$ cat config.mk
export PLATFORM = sky130hd
export DESIGN_NAME = base64_decoder
export DESIGN_NICKNAME = d
export VERILOG_FILES = /design/src/sv/b64d_pkg.sv /design/src/sv/b64d_front.sv /design/src/sv/b64d_queue.sv /design/src/sv/b64d_back.sv /design/src/sv/base64_decoder.sv
export SDC_FILE = /design/constraint.sdc
export NUM_CORES = 1
export LEC_CHECK = 0
export BUFFER_PORTS_ARGS = -buffer_cell sky130_fd_sc_hd__buf_2
export CAP_MARGIN = 20
export CORE_MARGIN = 1.5
export CORE_UTILIZATION = 55
export DETAILED_ROUTE_END_ITERATION = 8
export GPL_TIMING_DRIVEN = 1
export HOLD_SLACK_MARGIN = 0.06
export PLACE_DENSITY = 0.84
export SLEW_MARGIN = 20
export SYNTH_ARGS = -nofsm -noshare
export SYNTH_HDL_FRONTEND = slang
export SYNTH_SLANG_ARGS = --single-unit
$ cat constraint.sdc
create_clock -name clk -period 3.71 [get_ports clk]
set_input_delay 0.5565 -clock clk [delete_from_list [all_inputs] [get_ports clk]]
set_output_delay 0.5565 -clock clk [all_outputs]
set_load 0.03 [all_outputs]
$ cat src/sv/b64d_pkg.sv
// Shared types, codes and constants for the base64 decoder.
package b64d_pkg;

  // Default depth of the queue between the front and back parts
  localparam int unsigned QUEUE_DEPTH_DEF = 4;

  localparam logic [7:0] PAD_CHAR = 8'h3D;

  // Result kind codes
  typedef enum logic [1:0] {
    KIND_BYTE = 2'd0,
    KIND_OK   = 2'd1,
    KIND_BAD  = 2'd2
  } kind_t;

  // One input transaction
  typedef struct packed {
    logic [7:0] char_code;
    logic       final_char;
  } in_item_t;

  // One result transaction
  typedef struct packed {
    logic [1:0] kind;
    logic [7:0] data_byte;
    logic       run_end;
  } out_item_t;

  // Work for the back part: decoded bytes of one group and/or a status
  typedef struct packed {
    logic [1:0]      byte_count;    // 0..3 bytes, in order data[0], data[1], ...
    logic [2:0][7:0] data;
    logic            status_valid;  // a status result follows the bytes
    logic            status_bad;
  } group_cmd_t;

endpackage

$ cat src/sv/b64d_front.sv
// Front part: takes characters, tracks group state, emits group commands.
module b64d_front import b64d_pkg::*; (
  input  logic       clk,
  input  logic       rst,
  input  logic       accept,
  input  in_item_t   in_item,
  output logic       cmd_valid,
  output group_cmd_t cmd
);

  logic [1:0]  group_position, group_position_next;
  logic [17:0] sextet_store, sextet_store_next;
  logic        third_was_pad, third_was_pad_next;
  logic        message_bad, message_bad_next;
  logic        saw_padded_group, saw_padded_group_next;

  logic       is_pad;
  logic       in_alpha;
  logic [5:0] sextet;
  logic [5:0] sa, sb, sc, sd;

  // Map an ASCII code to its sextet; flag codes outside the alphabet
  always_comb begin
    in_alpha = 1'b1;
    sextet   = 6'd0;
    if (in_item.char_code inside {[8'h41:8'h5A]}) begin
      sextet = 6'(in_item.char_code - 8'h41);
    end else if (in_item.char_code inside {[8'h61:8'h7A]}) begin
      sextet = 6'(in_item.char_code - 8'h61 + 8'd26);
    end else if (in_item.char_code inside {[8'h30:8'h39]}) begin
      sextet = 6'(in_item.char_code - 8'h30 + 8'd52);
    end else if (in_item.char_code == 8'h2B) begin
      sextet = 6'd62;
    end else if (in_item.char_code == 8'h2F) begin
      sextet = 6'd63;
    end else begin
      in_alpha = 1'b0;
    end
  end

  assign is_pad = (in_item.char_code == PAD_CHAR);
  assign sa = sextet_store[17:12];
  assign sb = sextet_store[11:6];
  assign sc = sextet_store[5:0];
  assign sd = is_pad ? 6'd0 : sextet;

  // Step the group state and build the command for this character
  always_comb begin
    group_position_next   = group_position;
    sextet_store_next     = sextet_store;
    third_was_pad_next    = third_was_pad;
    message_bad_next      = message_bad;
    saw_padded_group_next = saw_padded_group;
    cmd.byte_count   = 2'd0;
    cmd.data[0]      = {sa, sb[5:4]};
    cmd.data[1]      = {sb[3:0], sc[5:2]};
    cmd.data[2]      = {sc[1:0], sd};
    cmd.status_valid = 1'b0;
    cmd.status_bad   = 1'b0;

    if (!message_bad) begin
      if (saw_padded_group) begin
        message_bad_next = 1'b1;
      end else if (group_position < 2'd2) begin
        if (!in_alpha) begin
          message_bad_next = 1'b1;
        end else begin
          sextet_store_next   = {sextet_store[11:0], sextet};
          group_position_next = group_position + 2'd1;
        end
      end else if (group_position == 2'd2) begin
        if (is_pad) begin
          third_was_pad_next  = 1'b1;
          sextet_store_next   = {sextet_store[11:0], 6'd0};
          group_position_next = 2'd3;
        end else if (!in_alpha) begin
          message_bad_next = 1'b1;
        end else begin
          sextet_store_next   = {sextet_store[11:0], sextet};
          group_position_next = 2'd3;
        end
      end else begin
        if (!is_pad && (third_was_pad || !in_alpha)) begin
          message_bad_next = 1'b1;
        end else begin
          // Padding in place three implies padding in place four here
          cmd.byte_count = 2'd1 + {1'b0, !third_was_pad} + {1'b0, !is_pad};
          if (is_pad) begin
            saw_padded_group_next = 1'b1;
          end
          third_was_pad_next  = 1'b0;
          sextet_store_next   = 18'd0;
          group_position_next = 2'd0;
        end
      end
    end

    // Close the message on its final character
    if (in_item.final_char) begin
      cmd.status_valid = 1'b1;
      cmd.status_bad   = message_bad_next || (group_position_next != 2'd0);
      group_position_next   = 2'd0;
      sextet_store_next     = 18'd0;
      third_was_pad_next    = 1'b0;
      message_bad_next      = 1'b0;
      saw_padded_group_next = 1'b0;
    end
  end

  assign cmd_valid = accept && (cmd.status_valid || (cmd.byte_count != 2'd0));

  // Hold state between characters; advance on each accepted transaction
  always_ff @(posedge clk) begin
    if (rst) begin
      group_position   <= 2'd0;
      sextet_store     <= 18'd0;
      third_was_pad    <= 1'b0;
      message_bad      <= 1'b0;
      saw_padded_group <= 1'b0;
    end else if (accept) begin
      group_position   <= group_position_next;
      sextet_store     <= sextet_store_next;
      third_was_pad    <= third_was_pad_next;
      message_bad      <= message_bad_next;
      saw_padded_group <= saw_padded_group_next;
    end
  end

endmodule

$ cat src/sv/b64d_queue.sv
// Short queue of group commands between the front and back parts.
module b64d_queue import b64d_pkg::*; #(
  parameter int unsigned DEPTH = QUEUE_DEPTH_DEF
) (
  input  logic       clk,
  input  logic       rst,
  input  logic       wr_en,
  input  group_cmd_t wr_data,
  output logic       full,
  input  logic       rd_en,
  output group_cmd_t rd_data,
  output logic       rd_valid
);

  localparam int unsigned PTR_W = (DEPTH > 1) ? $clog2(DEPTH) : 1;
  localparam int unsigned CNT_W = $clog2(DEPTH + 1);
  localparam logic [PTR_W-1:0] LAST_PTR = PTR_W'(DEPTH - 1);
  localparam logic [CNT_W-1:0] FULL_CNT = CNT_W'(DEPTH);

  group_cmd_t       mem [DEPTH];
  logic [PTR_W-1:0] wr_ptr, rd_ptr;
  logic [CNT_W-1:0] count;

  assign full     = (count == FULL_CNT);
  assign rd_valid = (count != '0);
  assign rd_data  = mem[rd_ptr];

  // Store an entry on write
  always_ff @(posedge clk) begin
    if (wr_en) begin
      mem[wr_ptr] <= wr_data;
    end
  end

  // Advance pointers and track fill level
  always_ff @(posedge clk) begin
    if (rst) begin
      wr_ptr <= '0;
      rd_ptr <= '0;
      count  <= '0;
    end else begin
      if (wr_en) begin
        wr_ptr <= (wr_ptr == LAST_PTR) ? '0 : wr_ptr + 1'b1;
      end
      if (rd_en) begin
        rd_ptr <= (rd_ptr == LAST_PTR) ? '0 : rd_ptr + 1'b1;
      end
      if (wr_en && !rd_en) begin
        count <= count + 1'b1;
      end else if (!wr_en && rd_en) begin
        count <= count - 1'b1;
      end
    end
  end

endmodule

$ cat src/sv/b64d_back.sv
// Back part: expands the head group command into result transactions.
module b64d_back import b64d_pkg::*; (
  input  logic       clk,
  input  logic       rst,
  input  group_cmd_t cmd,
  input  logic       cmd_valid,
  output logic       cmd_done,
  output logic       empty,
  input  logic       pop,
  output out_item_t  out_item
);

  logic [1:0] idx;
  logic       is_byte;
  logic       is_last;

  assign empty   = !cmd_valid;
  assign is_byte = (idx < cmd.byte_count);
  assign is_last = is_byte ? ((idx == cmd.byte_count - 2'd1) && !cmd.status_valid) : 1'b1;

  // Select the current result of the head command
  always_comb begin
    out_item.run_end = is_last;
    if (is_byte) begin
      out_item.kind      = KIND_BYTE;
      out_item.data_byte = cmd.data[idx];
    end else begin
      out_item.kind      = cmd.status_bad ? KIND_BAD : KIND_OK;
      out_item.data_byte = 8'd0;
    end
  end

  assign cmd_done = pop && cmd_valid && is_last;

  // Advance through the results; drop the command after its last one
  always_ff @(posedge clk) begin
    if (rst) begin
      idx <= 2'd0;
    end else if (pop && cmd_valid) begin
      idx <= is_last ? 2'd0 : idx + 2'd1;
    end
  end

endmodule

$ cat src/sv/base64_decoder.sv
// Top level of the streaming base64 decoder.
//
//   channel   handshake          payload
//   input     push / full        in_item  (char_code, final_char)
//   result    empty / pop        out_item (kind, data_byte, run_end)
//
// One character is taken per cycle while the command queue has room; the front
// part decodes it in the same cycle. Each character gives zero to four results,
// delivered one per cycle while pop is high, by the back part from the queue head.
// full rises only when QUEUE_DEPTH commands wait on the result side.
// Reset (synchronous) empties the queue and clears the group state.
module base64_decoder import b64d_pkg::*; #(
  parameter int unsigned QUEUE_DEPTH = QUEUE_DEPTH_DEF
) (
  input  logic      clk,
  input  logic      rst,
  input  logic      push,
  output logic      full,
  input  in_item_t  in_item,
  output logic      empty,
  input  logic      pop,
  output out_item_t out_item
);

  logic       accept;
  logic       wr_en;
  group_cmd_t wr_cmd;
  group_cmd_t head_cmd;
  logic       head_valid;
  logic       head_done;

  assign accept = push && !full;

  b64d_front u_front (
    .clk       (clk),
    .rst       (rst),
    .accept    (accept),
    .in_item   (in_item),
    .cmd_valid (wr_en),
    .cmd       (wr_cmd)
  );

  b64d_queue #(
    .DEPTH (QUEUE_DEPTH)
  ) u_queue (
    .clk      (clk),
    .rst      (rst),
    .wr_en    (wr_en),
    .wr_data  (wr_cmd),
    .full     (full),
    .rd_en    (head_done),
    .rd_data  (head_cmd),
    .rd_valid (head_valid)
  );

  b64d_back u_back (
    .clk       (clk),
    .rst       (rst),
    .cmd       (head_cmd),
    .cmd_valid (head_valid),
    .cmd_done  (head_done),
    .empty     (empty),
    .pop       (pop),
    .out_item  (out_item)
  );

endmodule

# ---- Word-level counts from Yosys, hierarchy flattened
# Memories as Yosys holds them, arrays and structs flattened. A register that Yosys moved wholly into a read port is not among the register bits.
# Cells that the tools add are included.
dict set report totals {
  regBits 32
  mem_bits_rw 112
  out_inout_bits 13
  word_cells 146
  n_memories 1
}
dict set report classes {
  addsub 14
  order_cmp 9
  eq_ne 14
  n_mux 70
  n_reduce_logical 29
}
# name words word_bits rd rd_clocked_by_memory_dff write_ports line_no
set memory_table {}
lappend memory_table {u_queue.mem 4 28 1 1 1 b64d_queue.sv:20} ;# group_cmd_t mem [DEPTH];
# cell count
set ops {}
lappend ops {{2-to-1 mux 18 bit} 8}
lappend ops {{2-to-1 mux 2 bit} 21}
lappend ops {{2-to-1 mux 6 bit} 6}
lappend ops {{2-to-1 mux 1 bit} 30}
lappend ops {{equality test 8 x 6 -> 1 bit (second input constant)} 3}
lappend ops {{binary-select mux 8 bit (select 2 bit)} 1}
lappend ops {{>= comparator 8 x 7 -> 1 bit (second input constant)} 2}
lappend ops {{less-or-equal comparator 8 x 7 -> 1 bit (second input constant)} 2}
lappend ops {{subtractor 6 bit (second input constant)} 2}
lappend ops {{logical AND 1 bit} 11}
lappend ops {{2-to-1 mux 10 bit} 1}
lappend ops {{adder 2 x 1 -> 2 bit (second input constant)} 4}
lappend ops {{>= comparator 8 x 6 -> 1 bit (second input constant)} 1}
lappend ops {{less-or-equal comparator 8 x 6 -> 1 bit (second input constant)} 1}
lappend ops {{zero test 1 bit} 8}
lappend ops {{2-to-1 mux 8 bit} 1}
lappend ops {{adder 6 x 5 -> 6 bit (second input constant)} 1}
lappend ops {{adder 6 bit (second input constant)} 1}
lappend ops {{equality test 2 bit (second input constant)} 3}
lappend ops {{2-to-1 mux 3 bit} 2}
lappend ops {{!= test 2 bit (second input constant)} 3}
lappend ops {{!= test 3 x 2 -> 1 bit (second input constant)} 2}
lappend ops {{AND reduction 6 bit} 1}
lappend ops {{nonzero test 2 bit} 3}
lappend ops {{16 further kinds} 18}

# ---- Depth between registers and ports, before layout
# Gate-level depths: netlist (run 1).
dict set report logic_depth {
  depth_word 23
  mapped_depth 15
  ltp_nobuf 13
}

# ---- By module
# Synthesis (run 1) repeated with hierarchy kept, for this count alone.
dict set report unflattened {
  cells_unflattened 474
  area_unflattened_um2 6805.3
}
# module instances cells_per_inst area_each_um2
set modules_own_cells {}
lappend modules_own_cells {b64d_queue 1 190 4531.8}
lappend modules_own_cells {b64d_front 1 216 1813.0}
lappend modules_own_cells {b64d_back 1 67 446.7}
lappend modules_own_cells {base64_decoder 1 1 13.8}

# ---- Worst setup path after synthesis (run 1)
# Ideal clock, no wire load.
dict set report synth_path {
  path_type {input to register}
  from {input in_item[3] in the netlist's numbering}
  to {register u_queue.count[2]}
  setup_time_ns 0.071
  arrival_time_ns 3.547
  required_time_ns 3.639
  path_slack_ns 0.093
  path_stages 14
  n_path_buf 2
  cell_sequence {clkbuf_1 -> inv_1 -> ha_1 -> a21o_1 -> a311o_1 -> buf_2 -> a21oi_1 -> o311a_1 -> ha_1 -> inv_1 -> fa_1 -> xor2_1 -> or3_1 -> a21oi_1}
}
dict set report synth_between {
  elab_chain_len 20
  elab_cells_between_ends 35
  cone_classes {add/sub: 1; order compare: 6; eq/ne: 3; mux: 11; reduce/logical: 14}
}
# element line_no
set synth_lines {}
lappend synth_lines {{from (decl)} base64_decoder.sv:19} ;# input in_item_t in_item,
lappend synth_lines {{branches (longest 9 deep; another with >= comparator 8 x 6 -> 1 bit)} n/a}
lappend synth_lines {{2-to-1 mux 2 bit *} b64d_front.sv:83} ;# if (!is_pad && (third_was_pad || !in_alpha)) begin
lappend synth_lines {{2-to-1 mux 2 bit *} b64d_front.sv:71} ;# end else if (group_position == 2'd2) begin
lappend synth_lines {{2-to-1 mux 2 bit *} b64d_front.sv:64} ;# end else if (group_position < 2'd2) begin
lappend synth_lines {{2-to-1 mux 2 bit *} b64d_front.sv:62} ;# if (saw_padded_group) begin
lappend synth_lines {{2-to-1 mux 2 bit *} b64d_front.sv:61} ;# if (!message_bad) begin
lappend synth_lines {{nonzero test 2 bit *} b64d_front.sv:110} ;# assign cmd_valid = accept && (cmd.status_valid || (cmd.byte_count != 2'd0));
lappend synth_lines {{logical OR 1 bit *} b64d_front.sv:110}
lappend synth_lines {{logical AND 1 bit *} b64d_front.sv:110}
lappend synth_lines {{named net u_front.cmd_valid} b64d_front.sv:7} ;# output logic cmd_valid,
lappend synth_lines {{zero test 1 bit} b64d_queue.sv:50} ;# end else if (!wr_en && rd_en) begin
lappend synth_lines {{logical AND 1 bit} b64d_queue.sv:50}
lappend synth_lines {{nonzero test 2 bit (no line)} n/a}
lappend synth_lines {{to (signal assigned)} b64d_queue.sv:49} ;# count <= count + 1'b1;
lappend synth_lines {{to (signal assigned)} b64d_queue.sv:51} ;# count <= count - 1'b1;
lappend synth_lines {{to (decl)} b64d_queue.sv:22} ;# logic [CNT_W-1:0] count;
# Mark *: on every way through the listed nets, which the timed path passes.
# A chain may end at the register's enable or synchronous reset.

==> metrics.md, run 1 <==
| Metric | Value |
|---|---|
| Top cells by count, synth | edfxtp_1, nor2_1, dfxtp_1, mux4_2 |
| Register Area | 0.00405 sq mm |
| Die width | 114 um |
| Final slew viol count | 0 |
| Drt pass-1 iters | 6 |
| IO Port Bufs | 25 |
| Vias in the first global route | 4490 |
| Most frequent cell after synthesis | edfxtp_1 |
| Period minus WS final | 3.16 ns |
| Max Cap Viol | 0 |
| I/O pin count | 26 |
| Post-CTS sizing | 0 |
| Hold path depth | 2 |
| CTS Hold Bufs | 0 |
| Synth async-reset ratio | 0% |
| Initial Utilization | 56.5% |
| Critical path's largest stage delay | roughly 0.53 ns |
| Die ar. | 0.0130 sq mm |
| Mapped cell area | 0.00678 sq mm |
| R2R Setup Slk | about 0.55 ns |
| Clk_skew | 0.00935 ns |
| Final hold violations | 0 |
| Post-synth net total | 531 |
| Final setup TNS | 0 ns |
| CP max FO | 5 |
| # rows | 40 |
| FMAX | 0.317 GHz |
| Worst-path clk slew | about 0.06 ns |
| Slew @ Worst Pin | 0.864 ns |
| Distinct cells, synth | 71 |
| Area contributors post-synth | edfxtp_1, dfxtp_1, mux4_2 |
| CTS tree | done |
| DRT Wirelength | 14.7 mm |
| Wire per inst | 21.4 um |
| CTS Buf Count | 17 |
| CTS root buf | clkbuf_16 |
| Critical path class | reg2reg |
| Via count | 4370 |
| CTS H-tree lvls | 4 |
| CP cell instances | mux4_2, inv_1, ha_1, a21oi_1, o31ai_4, nand2b_4, ha_1, inv_1, fa_1, xor2_1, or3_1, a21oi_1 |
| Unrepaired setup endpoints after global routing | no |
| Worst R2R Path Depth | 12 |
| CP required | between 4 and 5 ns |
| Core Footprint | 0.0120 sq mm |
| Area Overhead vs Synth | 13.0% |
| Worst VDD drop | 0.316 mV |
| Post-synthesis simple-gate area fraction | 10.5% |
| Crit end category | register |
| Multiplexer share of the synthesized area | 11.6% |
| Setup bufs post-CTS | 0 |
| Max-slew headroom | 40.9% |
| DRT antenna net count | 0 |
| CTS Buffer Depth | 2 |
| EDFF count, synth | 112 |
| Multi-input gate area | 0.00252 sq mm |
| Pwr/cell area | 558 mW/mm^2 |
| Place WS | 0.180 ns |
| Post-Place Cells | around 660 |
| Post-Layout Cell Count | 689 |
| Top_reg_cell synth | edfxtp_1 |
| TritonCTS Sinks | 146 |
| Die height | 114 um |
| Sequential-to-total area share from yosys stat | 59.6% |
| Slowest-stage cell, CP | mux4_2 |
| Fin nets | between 500 and 600 |
| Number of DRC markers in iteration 0 | 546 |
| First-pass GRT wire length | around 24 mm |
| Gpl congestion | 0.873 |
| Hold Startpoint | u_queue.rd_ptr[0]$_SDFFE_PP0P_ |
| R2R Path End | u_queue.count[2]$_SDFFE_PP0P_ |
| Final setup fails | 0 |
| Design Power | 4270 uW |
| Synthesized flop and latch total | 146 |
| Synth Area in Adders | 4.17% |
| Top-area cell type share of the netlist area | ~50% |
| Placed wire-length estimate | 9.08 mm |
| Syn_area_per_cell | 13.7 sq um |
| Main combinational cell family by area after synthesis | multiplexers |
| HP Class | reg2reg |
| Total grt overflow | 0 |
| P_leak | 0.00270 uW |
| Share of cells above drive strength 1 | 21.4% |
| Final worst slack | 0.551 ns |
| GRT Total Usage | between 20% and 30% |
| Worst setup SP type | register |
| Initial antenna violation count | 0 |
| Synth Area in Compound Gates | 9.80% |
| DR vias/cell | around 6.3 |
| Largest net degree at the start of global routing | 30 |
| Post-synthesis xor/xnor area fraction | less than 1% |
| Later-pin clock latency in the skew report | 0.42 ns |
| Area leader, netlist | edfxtp_1 |
| Synthesis warning total | 0 |
| DRC | 0 |
| Fill count | roughly 830 |
| Status | completed |
| Final period util | roughly 85% |
| Signal arrival time at the worst endpoint | 3.51 ns |
| Post-Synthesis Cells | 496 |
| Antenna diodes | 0 |
## worst max-delay path by stage
| stage | startpoint | endpoint | slack, ns | cells past startpoint |
|---|---|---|---|---|
| 2_1_floorplan | in_item[3] | u_queue.count[2]$_SDFFE_PP0P_ | 0.09 | 14 |
| 5_1_grt | in_item[3] | u_queue.count[2]$_SDFFE_PP0P_ | 0.38 | 14 |
| 3_3_place_gp | in_item[1] | u_queue.count[2]$_SDFFE_PP0P_ | 0.28 | 14 |
| 4_1_cts | register | u_queue.count[2]$_SDFFE_PP0P_ | 0.53 | 12 |
| 3_5_place_dp | in_item[1] | u_queue.count[2]$_SDFFE_PP0P_ | 0.18 | 14 |
| 6_report | register | u_queue.count[2]$_SDFFE_PP0P_ | 0.55 | 12 |
## area by class of cell
type                            instances  area share, %
Sequential cell                       146           52.8
Tap cell                              147           2.40
Clock buffer                           20           5.70
Inverter                               25           1.22
Timing Repair Buffer                   42           3.30
Clock inverter                         12           1.75
Multi-Input combinational cell        297           32.8
## flip-flops by register name, indices dropped and copies added (netlist names), named ones only
signal                    cells
u_back.idx                    2
u_front.group_position        2
u_front.message_bad           1
u_front.saw_padded_group      1
u_front.sextet_store         18
u_front.third_was_pad         1
u_queue.count                 3
u_queue.mem                 112
u_queue.rd_ptr                2
u_queue.wr_ptr                2
## report_power, final
group / leakage [uW] / switching, uW / internal [uW]
sequential: 0.00131 / 47.1 / 1830
combinational: 0.00112 / 461 / 296
clock: 0.000263 / 653 / 990
## critical path, delay by kind of cell (launching register included)
kind	cells	cell delay [ns]
adders and majority gates	3	0.84
AOI/OAI and AO/OA	3	0.59
muxes	1	0.53
and+or+nand+nor	2	0.43
DFF	1	0.36
xor gates and xnor gates	1	0.18
buffers and inverters	2	0.15
## metrics by stage
stage               hold WS (ns)  utilization [%]  cell area [sq um]
floorplan                  0.458                -               6780
global placement           0.465             59.0               7090
detailed placement         0.495             59.0               7090
CTS                        0.504             63.8               7660
global route               0.534             63.8               7660
finish                     0.505             63.8               7660
## layout by cell type, fill, tap and decap left out, drive strengths merged, types with 2 or more instances in the layout
master    Yosys  routed
and3          2       2
mux2i        14      14
or3           8       8
nand2        15      15
o21a          2       2
ha           21      21
o22ai         8       8
xnor2         2       2
a21o          2       2
o21ai        11      11
nand3         6       6
and2         15      15
nor2b         5       5
clkbuf       17      20
nand2b       10      10
nor4          3       3
clkinv        0       3
a31oi         5       5
o211ai        2       2
o221a         2       2
nand3b        2       2
a2111oi       5       5
nor3         21      21
buf          11      42
a311o         2       2
mux4         28      28
a211oi        7       7
inv          25      27
dfxtp        34      34
nand4         2       2
bufinv        0       2
a21oi        26      26
a31o          4       4
clkinvlp      0       5
xor2          3       3
nor2         39      39
o31ai         3       3
edfxtp      112     112
o221ai        2       2
## per-layer routing
metal / wire [um] / global-route usage (%) / part of all wire, % / vias up
met5: 0 / 0 / 0 / -
met2: 7520 / 41.6 / 51 / 202
met1: 5970 / 31.1 / 41 / 2160
met4: 358 / 9.08 / 2.4 / 0
li1: - / - / - / 1975
met3: 862 / 5.82 / 5.9 / 33
## kinds of logic after synthesis
kind of cell / Yosys count
XOR/XNOR: 6
AND/OR/NAND/NOR: 135
adder cells (fa/ha/maj): 22
flip-flops: 146
multiplexers: 43
buffers and inverters: 53
AO/OA/AOI/OAI: 91
No activity file was read; power rests on OpenSTA's default activity.
==> run 2: changes to the inputs <==
--- a/config.mk
+++ b/config.mk
@@ -9,10 +9,12 @@
 export CAP_MARGIN = 20
 export CORE_MARGIN = 1.5
 export CORE_UTILIZATION = 55
+export CTS_CLUSTER_SIZE = 24
 export DETAILED_ROUTE_END_ITERATION = 8
 export GPL_TIMING_DRIVEN = 1
 export HOLD_SLACK_MARGIN = 0.06
 export PLACE_DENSITY = 0.84
+export REMOVE_ABC_BUFFERS = 1
 export SLEW_MARGIN = 20
 export SYNTH_ARGS = -nofsm -noshare
 export SYNTH_HDL_FRONTEND = slang
==> metrics.md, run 2 (same netlist as run 1, synthesis figures left out) <==
| Metric | Value |
|---|---|
| Clk_skew | 0.0105 ns |
| DRT antenna net count | 0 |
| Unrepaired setup endpoints after global routing | no |
| Later-pin clock latency in the skew report | 0.42 ns |
| Initial antenna violation count | 0 |
| Commonest non-fill, non-tap cells in the layout | edfxtp_1, nor2_1, dfxtp_1 |
| Worst VDD drop | 0.311 mV |
| CTS root buf | clkbuf_16 |
| Signal arrival time at the worst endpoint | between 2 and 3 ns |
| I/O pin count | 26 |
| Final hold violations | 0 |
| First-pass GRT wire length | about 23 mm |
| Period minus WS final | roughly 3.3 ns |
| CTS Buffer Depth | 2 |
| CP required | 3.15 ns |
| CP max FO | 16 |
| Worst-path clk slew | 0.06 ns |
| Biggest register | u_queue.mem |
| Place WS | about 0.17 ns |
| Largest net degree at the start of global routing | 30 |
| CTS Buf Count | 17 |
| Area Overhead vs Synth | 12.7% |
| CTS Hold Bufs | 0 |
| # rows | 40 |
| Share of cells above drive strength 1 | 22.0% |
| Wire per inst | 20.9 um |
| Final worst slack | between 0.4 and 0.5 ns |
| Final period util | 87.9% |
| Vias in the first global route | around 4.3k |
| Most common cell after layout, fill and taps aside | edfxtp_1 |
| TritonCTS Sinks | 146 |
| Fin nets | between 500 and 600 |
| Initial Utilization | 56.5% |
| Final setup TNS | 0 ns |
| Die height | about 110 um |
| Setup bufs post-CTS | 0 |
| Via count | about 4.3k |
| DRT Wirelength | 14.4 mm |
| CTS H-tree lvls | 4 |
| FMAX | 0.307 GHz |
| Antenna diodes | 0 |
| CTS tree | done |
| Drt pass-1 iters | 7 |
| Core Footprint | 0.0120 sq mm |
| Post-CTS sizing | 0 |
| Design Power | about 4200 uW |
| Gpl congestion | 0.918 |
| Fill count | 870 |
| Placed wire-length estimate | 9.19 mm |
| Status | completed |
| GRT Total Usage | a little under a quarter |
| Final setup fails | 0 |
| DR vias/cell | 6.26 |
| Multi-input gate area | 0.00252 sq mm |
| Crit end category | output port |
| HP Class | reg2reg |
| DRC | 0 |
| Die ar. | ~0.013 sq mm |
| Final slew viol count | 0 |
| Slew @ Worst Pin | 0.889 ns |
| Fin Hold WS | 0.483 ns |
| Register Area | a little over 0.004 sq mm |
| Max-slew headroom | 39.2% |
| P_leak | 0.00270 uW |
| Worst setup SP type | register |
| Largest regs | u_queue.mem (112), u_front.sextet_store (18), u_queue.count (3) |
| Max FFs per register | 112 |
| Critical path class | reg2out |
| Number of DRC markers in iteration 0 | roughly 360 |
| Total grt overflow | 0 |
| Pwr/cell area | 550 mW/mm^2 |
| Die width | around 110 um |
| IO Port Bufs | 25 |
| Max Cap Viol | 0 |
[run 2: cell count changes in the layout (fill, tap and decap cells not counted), sizes merged]
cell / change
bufinv: -2
clkinv: +2
clkbuf: -3
clkinvlp: -2
inv: +5
[run 2: where the power goes]
| part | leakage (uW) | switching, uW | internal, uW | total [uW] |
|---|---|---|---|---|
| clock | 0.000265 | 703 | 873 | 1580 |
| sequential | 0.00131 | 44.3 | 1820 | 1870 |
| combinational | 0.00112 | 458 | 298 | 756 |
[run 2: worst paths after layout]
| kind | slack (ns) | to | startpoint | cells past startpoint |
|---|---|---|---|---|
| setup / recovery | 0.45 | out_item[0] | register | 5 |
| hold / removal | 0.48 | u_front.message_bad$_SDFFE_PP0P_ | u_front.message_bad$_SDFFE_PP0P_ | 2 |
| setup reg to reg | 0.45 | u_queue.count[2]$_SDFFE_PP0P_ | register | 11 |
| hold reg to reg | 0.48 | u_front.message_bad$_SDFFE_PP0P_ | u_front.message_bad$_SDFFE_PP0P_ | 2 |
[run 2: per-stage QoR]
stage	instances	util [%]	instance area, sq um
after global routing	689	63.6	7640
after global placement	657	59.0	7090
after CTS	689	63.6	7640
after detailed placement	657	59.0	7090
after floorplan	468	-	6650
final	689	63.6	7640
[run 2: area by class of cell]
| type | instances | area share, % |
|---|---|---|
| Clock inverter | 15 | 1.64 |
| Clock buffer | 17 | 5.57 |
| Timing Repair Buffer | 42 | 3.31 |
| Inverter | 25 | 1.23 |
| Multi-Input combinational cell | 297 | 32.9 |
| Tap cell | 147 | 2.41 |
| Sequential cell | 146 | 52.9 |
[run 2: critical path: stages (launching register included)]
cell and delay (ns):
dfxtp_2 0.36, buf_4 0.32, mux4_2 0.58, xnor3_1 0.41
o31ai_4 0.34, buf_2 0.27
[run 2: metal layers]
metal  GRT usage (%)  vias up  routed length (um)
li1                -     1980                   -
met1            30.5     2145                5940
met5               0        -                   0
met4            7.33        0                 178
met3            3.71       20                 822
met2            40.0      170                7470
